$ cat src/design/sha_pkg.sv
// Shared types, constants and round functions for the SHA-256 message hasher.
`timescale 1ns / 1ps
package sha_pkg;

    typedef struct packed {
        logic [31:0] data_word;
        logic [2:0]  byte_count;
        logic        last_word;
    } t_in_item;

    typedef struct packed {
        logic [31:0] digest_word;
        logic        digest_last;
    } t_out_item;

    localparam logic [7:0] PAD_BYTE = 8'h80;

    localparam logic [31:0] INITIAL_H [8] = '{
        32'h6a09e667, 32'hbb67ae85, 32'h3c6ef372, 32'ha54ff53a,
        32'h510e527f, 32'h9b05688c, 32'h1f83d9ab, 32'h5be0cd19
    };

    localparam logic [31:0] ROUND_K [64] = '{
        32'h428a2f98, 32'h71374491, 32'hb5c0fbcf, 32'he9b5dba5,
        32'h3956c25b, 32'h59f111f1, 32'h923f82a4, 32'hab1c5ed5,
        32'hd807aa98, 32'h12835b01, 32'h243185be, 32'h550c7dc3,
        32'h72be5d74, 32'h80deb1fe, 32'h9bdc06a7, 32'hc19bf174,
        32'he49b69c1, 32'hefbe4786, 32'h0fc19dc6, 32'h240ca1cc,
        32'h2de92c6f, 32'h4a7484aa, 32'h5cb0a9dc, 32'h76f988da,
        32'h983e5152, 32'ha831c66d, 32'hb00327c8, 32'hbf597fc7,
        32'hc6e00bf3, 32'hd5a79147, 32'h06ca6351, 32'h14292967,
        32'h27b70a85, 32'h2e1b2138, 32'h4d2c6dfc, 32'h53380d13,
        32'h650a7354, 32'h766a0abb, 32'h81c2c92e, 32'h92722c85,
        32'ha2bfe8a1, 32'ha81a664b, 32'hc24b8b70, 32'hc76c51a3,
        32'hd192e819, 32'hd6990624, 32'hf40e3585, 32'h106aa070,
        32'h19a4c116, 32'h1e376c08, 32'h2748774c, 32'h34b0bcb5,
        32'h391c0cb3, 32'h4ed8aa4a, 32'h5b9cca4f, 32'h682e6ff3,
        32'h748f82ee, 32'h78a5636f, 32'h84c87814, 32'h8cc70208,
        32'h90befffa, 32'ha4506ceb, 32'hbef9a3f7, 32'hc67178f2
    };

    // Command from the sequencer to the round unit.
    typedef struct packed {
        logic       start;
        logic [5:0] round;
        logic       round_en;
        logic       fold;
    } t_rnd_ctl;

    function automatic logic [31:0] rotr(input logic [31:0] x, input int n);
        rotr = (x >> n) | (x << (32 - n));
    endfunction

endpackage

$ cat src/design/sha_sched.sv
// Message schedule: 16-word sliding window that yields one W word per round.
`timescale 1ns / 1ps
module sha_sched (
    input  logic        i_clk,
    input  logic        i_load,
    input  logic [31:0] i_load_word,
    input  logic        i_shift,
    output logic [31:0] o_w
);
    import sha_pkg::*;

    logic [31:0] r_win [16];
    logic [31:0] w_new, s0, s1;

    assign o_w = r_win[0];
    assign s0  = rotr(r_win[1], 7) ^ rotr(r_win[1], 18) ^ (r_win[1] >> 3);
    assign s1  = rotr(r_win[14], 17) ^ rotr(r_win[14], 19) ^ (r_win[14] >> 10);
    assign w_new = r_win[0] + s0 + r_win[9] + s1;

    // Load words in at the tail; during rounds, advance and append the next W.
    always_ff @(posedge i_clk) begin
        if (i_load || i_shift) begin
            for (int k = 0; k < 15; k++) r_win[k] <= r_win[k + 1];
            r_win[15] <= i_load ? i_load_word : w_new;
        end
    end
endmodule

$ cat src/design/sha_round.sv
// Shared SHA-256 round unit with the eight hash words and working registers.
`timescale 1ns / 1ps
module sha_round (
    input  logic                i_clk,
    input  logic                i_rst_n,
    input  sha_pkg::t_rnd_ctl   i_ctl,
    input  logic [31:0]         i_w,
    input  logic                i_reinit,
    input  logic                i_hshift,
    output logic [31:0]         o_h0
);
    import sha_pkg::*;

    logic [31:0] r_h [8];
    logic [31:0] r_v [8];
    logic [31:0] t1, t2;

    assign t1 = r_v[7] + (rotr(r_v[4], 6) ^ rotr(r_v[4], 11) ^ rotr(r_v[4], 25))
              + ((r_v[4] & r_v[5]) ^ (~r_v[4] & r_v[6])) + ROUND_K[i_ctl.round] + i_w;
    assign t2 = (rotr(r_v[0], 2) ^ rotr(r_v[0], 13) ^ rotr(r_v[0], 22))
              + ((r_v[0] & r_v[1]) ^ (r_v[0] & r_v[2]) ^ (r_v[1] & r_v[2]));
    assign o_h0 = r_h[0];

    always_ff @(posedge i_clk) begin
        if (i_ctl.start) begin
            for (int k = 0; k < 8; k++) r_v[k] <= r_h[k];
        end else if (i_ctl.round_en) begin
            r_v[0] <= t1 + t2;
            r_v[1] <= r_v[0];
            r_v[2] <= r_v[1];
            r_v[3] <= r_v[2];
            r_v[4] <= r_v[3] + t1;
            r_v[5] <= r_v[4];
            r_v[6] <= r_v[5];
            r_v[7] <= r_v[6];
        end
    end

    // Hash words: fold after the rounds, rotate out for the digest, reinit on reset and after.
    always_ff @(posedge i_clk) begin
        if (!i_rst_n || i_reinit) begin
            for (int k = 0; k < 8; k++) r_h[k] <= INITIAL_H[k];
        end else if (i_ctl.fold) begin
            for (int k = 0; k < 8; k++) r_h[k] <= r_h[k] + r_v[k];
        end else if (i_hshift) begin
            for (int k = 0; k < 7; k++) r_h[k] <= r_h[k + 1];
            r_h[7] <= r_h[0];
        end
    end
endmodule

$ cat src/design/sha256_message_hasher.sv
// Top level of the SHA-256 message hasher: handshake, padding sequencer, digest out.
`timescale 1ns / 1ps
// Usage:
//   Input channel (i_in_valid / o_in_stall, payload i_in): one big-endian
//   message word per item. Only the item with last_word set may carry fewer
//   than four bytes (byte_count 0..4, leftmost bytes valid).
//   Output channel (o_out_valid / i_out_stall, payload o_out): eight digest
//   items H0..H7 after each last word, digest_last set on the eighth.
// Operation:
//   A word that closes a 16-word block is followed by 64 rounds of the
//   single shared round unit at one round per cycle plus a fold step; the
//   working registers load on the push cycle. A last word then feeds
//   padding and length words one per cycle outside the compressions,
//   running one or two more compressions before the first digest item.
//   The round unit bounds sustained throughput: the block takes no new
//   word until the current push, compression or digest is done.
// Reset: synchronous, active low; hash words return to the initial values,
//   counters clear, and the block is ready for a new message.
// Stall: while i_out_stall is high the current digest item holds; the block
//   takes no new input until all eight digest items are delivered.
module sha256_message_hasher (
    input  logic               i_clk,
    input  logic               i_rst_n,
    input  logic               i_in_valid,
    output logic               o_in_stall,
    input  sha_pkg::t_in_item  i_in,
    output logic               o_out_valid,
    input  logic               i_out_stall,
    output sha_pkg::t_out_item o_out
);
    import sha_pkg::*;

    localparam logic [2:0] ST_IDLE  = 3'd0;
    localparam logic [2:0] ST_PUSH  = 3'd1;  // one word into the window
    localparam logic [2:0] ST_RND   = 3'd2;  // 64 rounds
    localparam logic [2:0] ST_FOLD  = 3'd3;  // add working words into hash
    localparam logic [2:0] ST_OUT   = 3'd4;  // deliver digest

    logic [2:0]  r_state, n_state;
    logic [3:0]  r_pos, n_pos;
    logic [63:0] r_len, n_len;
    logic [5:0]  r_rnd, n_rnd;
    logic [2:0]  r_oidx, n_oidx;
    logic        r_last, n_last;     // padding sequence is running
    logic [1:0]  r_pend, n_pend;     // 1: data word then pad word queued
    logic [31:0] r_word, n_word;     // word queued for the window

    logic        in_acc, out_acc, load;
    logic [31:0] w, h0;
    t_rnd_ctl    ctl;
    logic        reinit, hshift;

    assign o_in_stall  = (r_state != ST_IDLE);
    assign in_acc      = i_in_valid && !o_in_stall;
    assign o_out_valid = (r_state == ST_OUT);
    assign out_acc     = o_out_valid && !i_out_stall;
    assign o_out.digest_word = h0;
    assign o_out.digest_last = (r_oidx == 3'd7);

    assign load        = (r_state == ST_PUSH);
    assign ctl.start   = (r_state == ST_PUSH) && (r_pos == 4'd15);
    assign ctl.round_en = (r_state == ST_RND);
    assign ctl.round   = r_rnd;
    assign ctl.fold    = (r_state == ST_FOLD);
    assign hshift      = out_acc;
    assign reinit      = out_acc && (r_oidx == 3'd7);

    sha_sched u_sched (
        .i_clk       (i_clk),
        .i_load      (load),
        .i_load_word (r_word),
        .i_shift     (ctl.round_en),
        .o_w         (w)
    );

    sha_round u_round (
        .i_clk    (i_clk),
        .i_rst_n  (i_rst_n),
        .i_ctl    (ctl),
        .i_w      (w),
        .i_reinit (reinit),
        .i_hshift (hshift),
        .o_h0     (h0)
    );

    // Sequencer: each pushed word goes through ST_PUSH; on the padding path the
    // next word is chosen when a push completes or a compression folds.
    always_comb begin
        logic [2:0] cnt;
        logic [5:0] shift;
        logic [31:0] keep;
        logic [3:0] npos;
        n_state = r_state;
        n_pos   = r_pos;
        n_len   = r_len;
        n_rnd   = r_rnd;
        n_oidx  = r_oidx;
        n_last  = r_last;
        n_pend  = r_pend;
        n_word  = r_word;
        cnt     = (i_in.byte_count > 3'd4) ? 3'd4 : i_in.byte_count;
        shift   = 6'd32 - {cnt, 3'b000};
        keep    = (cnt == 3'd0) ? 32'd0 : (32'hffffffff << shift);
        npos    = r_pos + 4'd1;
        unique case (r_state)
            ST_IDLE: begin
                if (in_acc) begin
                    n_state = ST_PUSH;
                    if (!i_in.last_word) begin
                        n_len  = r_len + 64'd32;
                        n_word = i_in.data_word;
                        n_last = 1'b0;
                        n_pend = 2'd0;
                    end else begin
                        n_len  = r_len + {58'd0, cnt, 3'b000};
                        n_last = 1'b1;
                        if (cnt == 3'd4) begin
                            n_word = i_in.data_word;
                            n_pend = 2'd1;
                        end else begin
                            n_word = (i_in.data_word & keep) |
                                     ({24'd0, PAD_BYTE} << (shift - 6'd8));
                            n_pend = 2'd0;
                        end
                    end
                end
            end
            ST_PUSH: begin
                n_pos = npos;
                if (r_pos == 4'd15) begin
                    n_state = ST_RND;
                    n_rnd   = 6'd0;
                end else if (!r_last) begin
                    n_state = ST_IDLE;
                end else begin
                    // Choose the next padding word for position npos.
                    if (r_pend == 2'd1) begin
                        n_word = {PAD_BYTE, 24'd0};
                        n_pend = 2'd0;
                    end else if (npos == 4'd14) begin
                        n_word = r_len[63:32];
                        n_pend = 2'd2;
                    end else if (r_pend == 2'd2) begin
                        n_word = r_len[31:0];
                        n_pend = 2'd3;
                    end else begin
                        n_word = 32'd0;
                    end
                end
            end
            ST_RND: begin
                n_rnd = r_rnd + 6'd1;
                if (r_rnd == 6'd63) n_state = ST_FOLD;
            end
            ST_FOLD: begin
                if (!r_last) begin
                    n_state = ST_IDLE;
                end else if (r_pend == 2'd3) begin
                    n_state = ST_OUT;
                    n_oidx  = 3'd0;
                end else begin
                    n_state = ST_PUSH;
                    if (r_pend == 2'd1) begin
                        n_word = {PAD_BYTE, 24'd0};
                        n_pend = 2'd0;
                    end else if (r_pend == 2'd2) begin
                        n_word = r_len[31:0];
                        n_pend = 2'd3;
                    end else begin
                        n_word = 32'd0;
                    end
                end
            end
            ST_OUT: begin
                if (out_acc) begin
                    n_oidx = r_oidx + 3'd1;
                    if (r_oidx == 3'd7) begin
                        n_state = ST_IDLE;
                        n_pos   = 4'd0;
                        n_len   = 64'd0;
                        n_last  = 1'b0;
                        n_pend  = 2'd0;
                    end
                end
            end
            default: n_state = ST_IDLE;
        endcase
    end

    always_ff @(posedge i_clk) begin
        if (!i_rst_n) begin
            r_state <= ST_IDLE;
            r_pos   <= 4'd0;
            r_len   <= 64'd0;
            r_rnd   <= 6'd0;
            r_oidx  <= 3'd0;
            r_last  <= 1'b0;
            r_pend  <= 2'd0;
        end else begin
            r_state <= n_state;
            r_pos   <= n_pos;
            r_len   <= n_len;
            r_rnd   <= n_rnd;
            r_oidx  <= n_oidx;
            r_last  <= n_last;
            r_pend  <= n_pend;
        end
    end

    always_ff @(posedge i_clk) begin
        r_word <= n_word;
    end

`ifndef SYNTHESIS
    a_no_accept_busy: assert property (@(posedge i_clk) disable iff (!i_rst_n)
        (r_state != ST_IDLE) |-> !in_acc) else $error("item taken while busy");
    a_rnd_to_fold: assert property (@(posedge i_clk) disable iff (!i_rst_n)
        (r_state == ST_RND && r_rnd == 6'd63) |=> (r_state == ST_FOLD))
        else $error("round count overrun");
    a_out_hold: assert property (@(posedge i_clk) disable iff (!i_rst_n)
        (o_out_valid && i_out_stall) |=> (o_out_valid && $stable(r_oidx)))
        else $error("digest index moved under stall");
    a_done_clears: assert property (@(posedge i_clk) disable iff (!i_rst_n)
        (out_acc && o_out.digest_last) |=> (r_pos == 4'd0 && r_len == 64'd0))
        else $error("state not cleared after digest");
`endif
endmodule
$ cat config.mk
export PLATFORM = sky130hd
export DESIGN_NAME = sha256_message_hasher
export DESIGN_NICKNAME = d
export VERILOG_FILES = /design/src/design/sha_pkg.sv /design/src/design/sha_sched.sv /design/src/design/sha_round.sv /design/src/design/sha256_message_hasher.sv
export SDC_FILE = /design/constraint.sdc
export NUM_CORES = 2
export LEC_CHECK = 0
export BUFFER_PORTS_ARGS = -buffer_cell sky130_fd_sc_hd__buf_2
export CAP_MARGIN = 0
export CORE_ASPECT_RATIO = 0.6
export CORE_UTILIZATION = 30
export CTS_CLUSTER_SIZE = 10
export DETAILED_ROUTE_END_ITERATION = 7
export PLACE_DENSITY = 0.48
export SLEW_MARGIN = 15
export SYNTH_ARGS = -nofsm -noshare
export SYNTH_HDL_FRONTEND = slang
export SYNTH_SLANG_ARGS = --single-unit
$ cat constraint.sdc
create_clock -name i_clk -period 19.1 [get_ports i_clk]
set_clock_uncertainty 0.2 [all_clocks]
set_input_delay 1.91 -clock i_clk [delete_from_list [all_inputs] [get_ports i_clk]]
set_output_delay 1.91 -clock i_clk [all_outputs]
set_load 0.05 [all_outputs]
==> impl_metrics.py <==
metrics = {
    "outcome": {
        "run_status": "finished clean",
    },
    "grt": {
        "met2_usage": 0.249,
        "grt_busiest_layer": "met1",
        "antenna_found_initial": 15,
        "grt_max_degree": 187,
        "grt_usage": 0.216,
        "grt_pass1_vias": 49223,
        "use_met3": 0.0845,
        "met1_usage": 0.356,
        "grt_pass1_wl_microns": 368000,
        "overflow": 0,
    },
    "final_layout": {
        "regArea_sq_mm": 0.0333,
        "drive_above_1_share": 0.0665,
        "fin_nets": 7382,
        "final_common_cell": "edfxtp_1",
        "multiInputGateArea_sq_mm": 0.0345,
        "fillCellCount": 23498,
        "utilization": 0.337,
        "area_delta_synth_final_pct": 11.4,
        "layout_common_cells": "edfxtp_1, nand2_1, a21oi_1, o21ai_0, ha_1",
        "stdcell_count": 9944,
    },
    "synthesis": {
        "syn-instance-count": 6756,
        "synth_edf_count": 1056,
        "yosys.area.top_type": "edfxtp_1",
        "synthMuxAreaShare": 0.00847,
        "syn_avg_cell_area_sq_um": 10.4,
        "ys_warn_count": 0,
        "synthDistinctLibCells": 100,
        "synth.area.top_cells": "edfxtp_1, ha_1, fa_1",
        "ys_seq_elements": 1136,
        "synth-xor-area-share": 0.0790,
        "synthAdderAreaFrac": 0.131,
        "ys.flop_type": "edfxtp_1",
        "synth_area_sq_mm": 0.0703,
        "synth_top_area_share": 0.451,
        "syn-num-nets": 7397,
        "ys_seq_area_frac": 0.474,
        "synth_top_family_by_area": "compound AO/OA/AOI/OAI gates",
        "yosys.area_share.simple": 0.124,
        "synth_compound_area_frac": 0.146,
        "ys_async_sr_fraction": 0,
    },
    "sta": {
        "drv_slew": 0,
        "finalHoldViolCount": 0,
        "setup_viol": 0,
        "tightestPinTransition_ps": 1290,
        "fmax_ghz": 0.0869,
        "setup_tns_ps": 0,
        "relSlewSlack": 0.142,
        "timing.final.crit_share": 0.602,
        "rsz0062_at_grt": "no",
        "period_needed_ps": 11510,
    },
    "cts": {
        "cts.sinks": 1136,
        "clkTransAtPathRegs_ps": 60,
        "post_cts_buffers": 0,
        "clock_latency_ps": 810,
        "numCtsBuffers": 148,
        "tritoncts": "built",
        "cts_root_buf": "clkbuf_16",
        "htreeDepth": 4,
        "clock_path_buffers": 4,
        "ctsResizeCount": 0,
        "ctsHoldBuffers": 0,
    },
    "flow_run": {
        "drv_cap": 0,
    },
    "setup_path": {
        "crit_path_end_kind": "flop",
        "reg2reg_to": "u_round.r_v[0][31]$_DFFE_PP_",
        "crit_type": "flop to flop",
        "r2r_slack_ps": 7590,
        "arrival_ps": 11830,
        "worstPathRequired_ps": 19430,
        "regToRegStartpoint": "r_rnd[3]$_SDFFE_PN0P_",
        "start_kind": "flop",
        "cp_max_fo": 48,
        "crit_slowest_cell": "dfxtp_2",
        "cpPeakStageDelay_ps": 800,
        "r2r_cells": 34,
    },
    "routing": {
        "routed_via_density": 5.29,
        "routedWlPerCell_microns": 26.3,
        "wirelength_microns": 261000,
        "via_count": 52628,
        "drc": 0,
        "antenna_left": 0,
        "dr.pass1.iters": 6,
        "drtIter0Drc": 6067,
    },
    "pwr": {
        "p_per_area_mw_per_mm2": 91.7,
        "leakage_uw": 0.0294,
        "ir_drop_mv": 0.0631,
        "power_uw": 7180,
    },
    "placement": {
        "dp_cells": 9717,
        "io_buffers": 74,
        "dp_hpwl_microns": 197000,
        "gp_congestion": 0.944,
    },
    "die": {
        "die_area_sq_mm": 0.236,
        "rows": 137,
        "core_sq_mm": 0.233,
        "die_h_microns": 377,
        "ios": 75,
        "start_util": 0.302,
        "die_w_microns": 627,
    },
    "worst_hold_path": {
        "hold_end": "u_sched.r_win[11][17]$_DFFE_PP_",
        "holdPathStages": 0,
        "hold_class": "flop to flop",
        "min_from": "u_sched.r_win[12][17]$_DFFE_PP_",
    },
}
metal layers:
layer  vias to the layer above  part of all wire  wire length [microns]
met5                         -           0.00012                     31
met4                         4             0.016                   4140
met3                       231              0.12                  30900
met2                      2094              0.34                  89100
met1                     26281              0.52                 137000
li1                      24018                 -                      -
flip-flops by register name, indices dropped and copies added (netlist names):
register	cells
r_word	32
u_sched.r_win	512
r_len	61
r_oidx	3
r_state	3
u_round.r_v	256
r_rnd	6
r_pos	4
u_round.r_h	256
r_last	1
r_pend	2
stage by stage:
stage	hold WS, ps	setup slack [ps]	cell area (sq um)
finish	208	7590	78300
CTS	203	7930	78300
global route	213	7130	78300
global placement	200	8170	74100
detailed placement	205	8020	74100
floorplan	200	5490	70300
critical path, delay by kind of cell, from the launching register on:
family / cells / cell delay, ps
AOI/OAI and AO/OA: 15 / 4510
and+or+nand+nor: 6 / 1030
DFF: 1 / 800
xor gates and xnor gates: 2 / 500
buffers and inverters: 5 / 1270
adders and majority gates: 6 / 2870
cells by family after synthesis:
family,after synthesis
muxes,52
adders and majority gates,623
and+or+nand+nor,1992
xor gates and xnor gates,634
buffers and inverters,679
AOI/OAI and AO/OA,1640
DFF,1136
area by class of cell:
cell class	instances	share of cell area
inverter	340	0.0163
antenna	6	0.000192
clock buffer	191	0.0496
tap	3127	0.0500
clock inverter	29	0.00304
timing repair buffer	174	0.0155
sequential	1136	0.425
multi-input combinational	4941	0.440
synthesized netlist by cell type (61+ instances only):
cell      instances
fa_1            196
clkbuf_1        264
dfxtp_1          80
nand3_1         129
nor2_1          403
edfxtp_1       1056
xnor2_1         401
nor3_1           90
o21ai_0         427
inv_1           336
ha_1            405
nand2_1        1043
xor2_1          233
a21o_1          175
nand2b_1         61
a21oi_1         521
worst max-delay path by stage:
stage	from	end	slack, ps	depth (start not counted)
after CTS	r_rnd[3]$_SDFFE_PN0P_	u_round.r_v[0][31]$_DFFE_PP_	7930	34
after floorplan	r_state[2]$_SDFFE_PN0P_	u_sched.r_win[0][0]$_DFFE_PP_	5490	6
final	r_rnd[3]$_SDFFE_PN0P_	u_round.r_v[0][31]$_DFFE_PP_	7590	34
after detailed placement	r_rnd[3]$_SDFFE_PN0P_	u_round.r_v[0][31]$_DFFE_PP_	8020	34
after global routing	r_rnd[3]$_SDFFE_PN0P_	u_round.r_v[0][31]$_DFFE_PP_	7130	34
after global placement	r_rnd[3]$_SDFFE_PN0P_	u_round.r_v[0][31]$_DFFE_PP_	8170	34
power breakdown:
group	internal [uW]	switching, uW	leakage, uW
registers	2870	84.3	0.0103
logic	621	1060	0.0170
clock network	1450	1100	0.00200
Note: power is estimated with default switching activity, not from simulation.
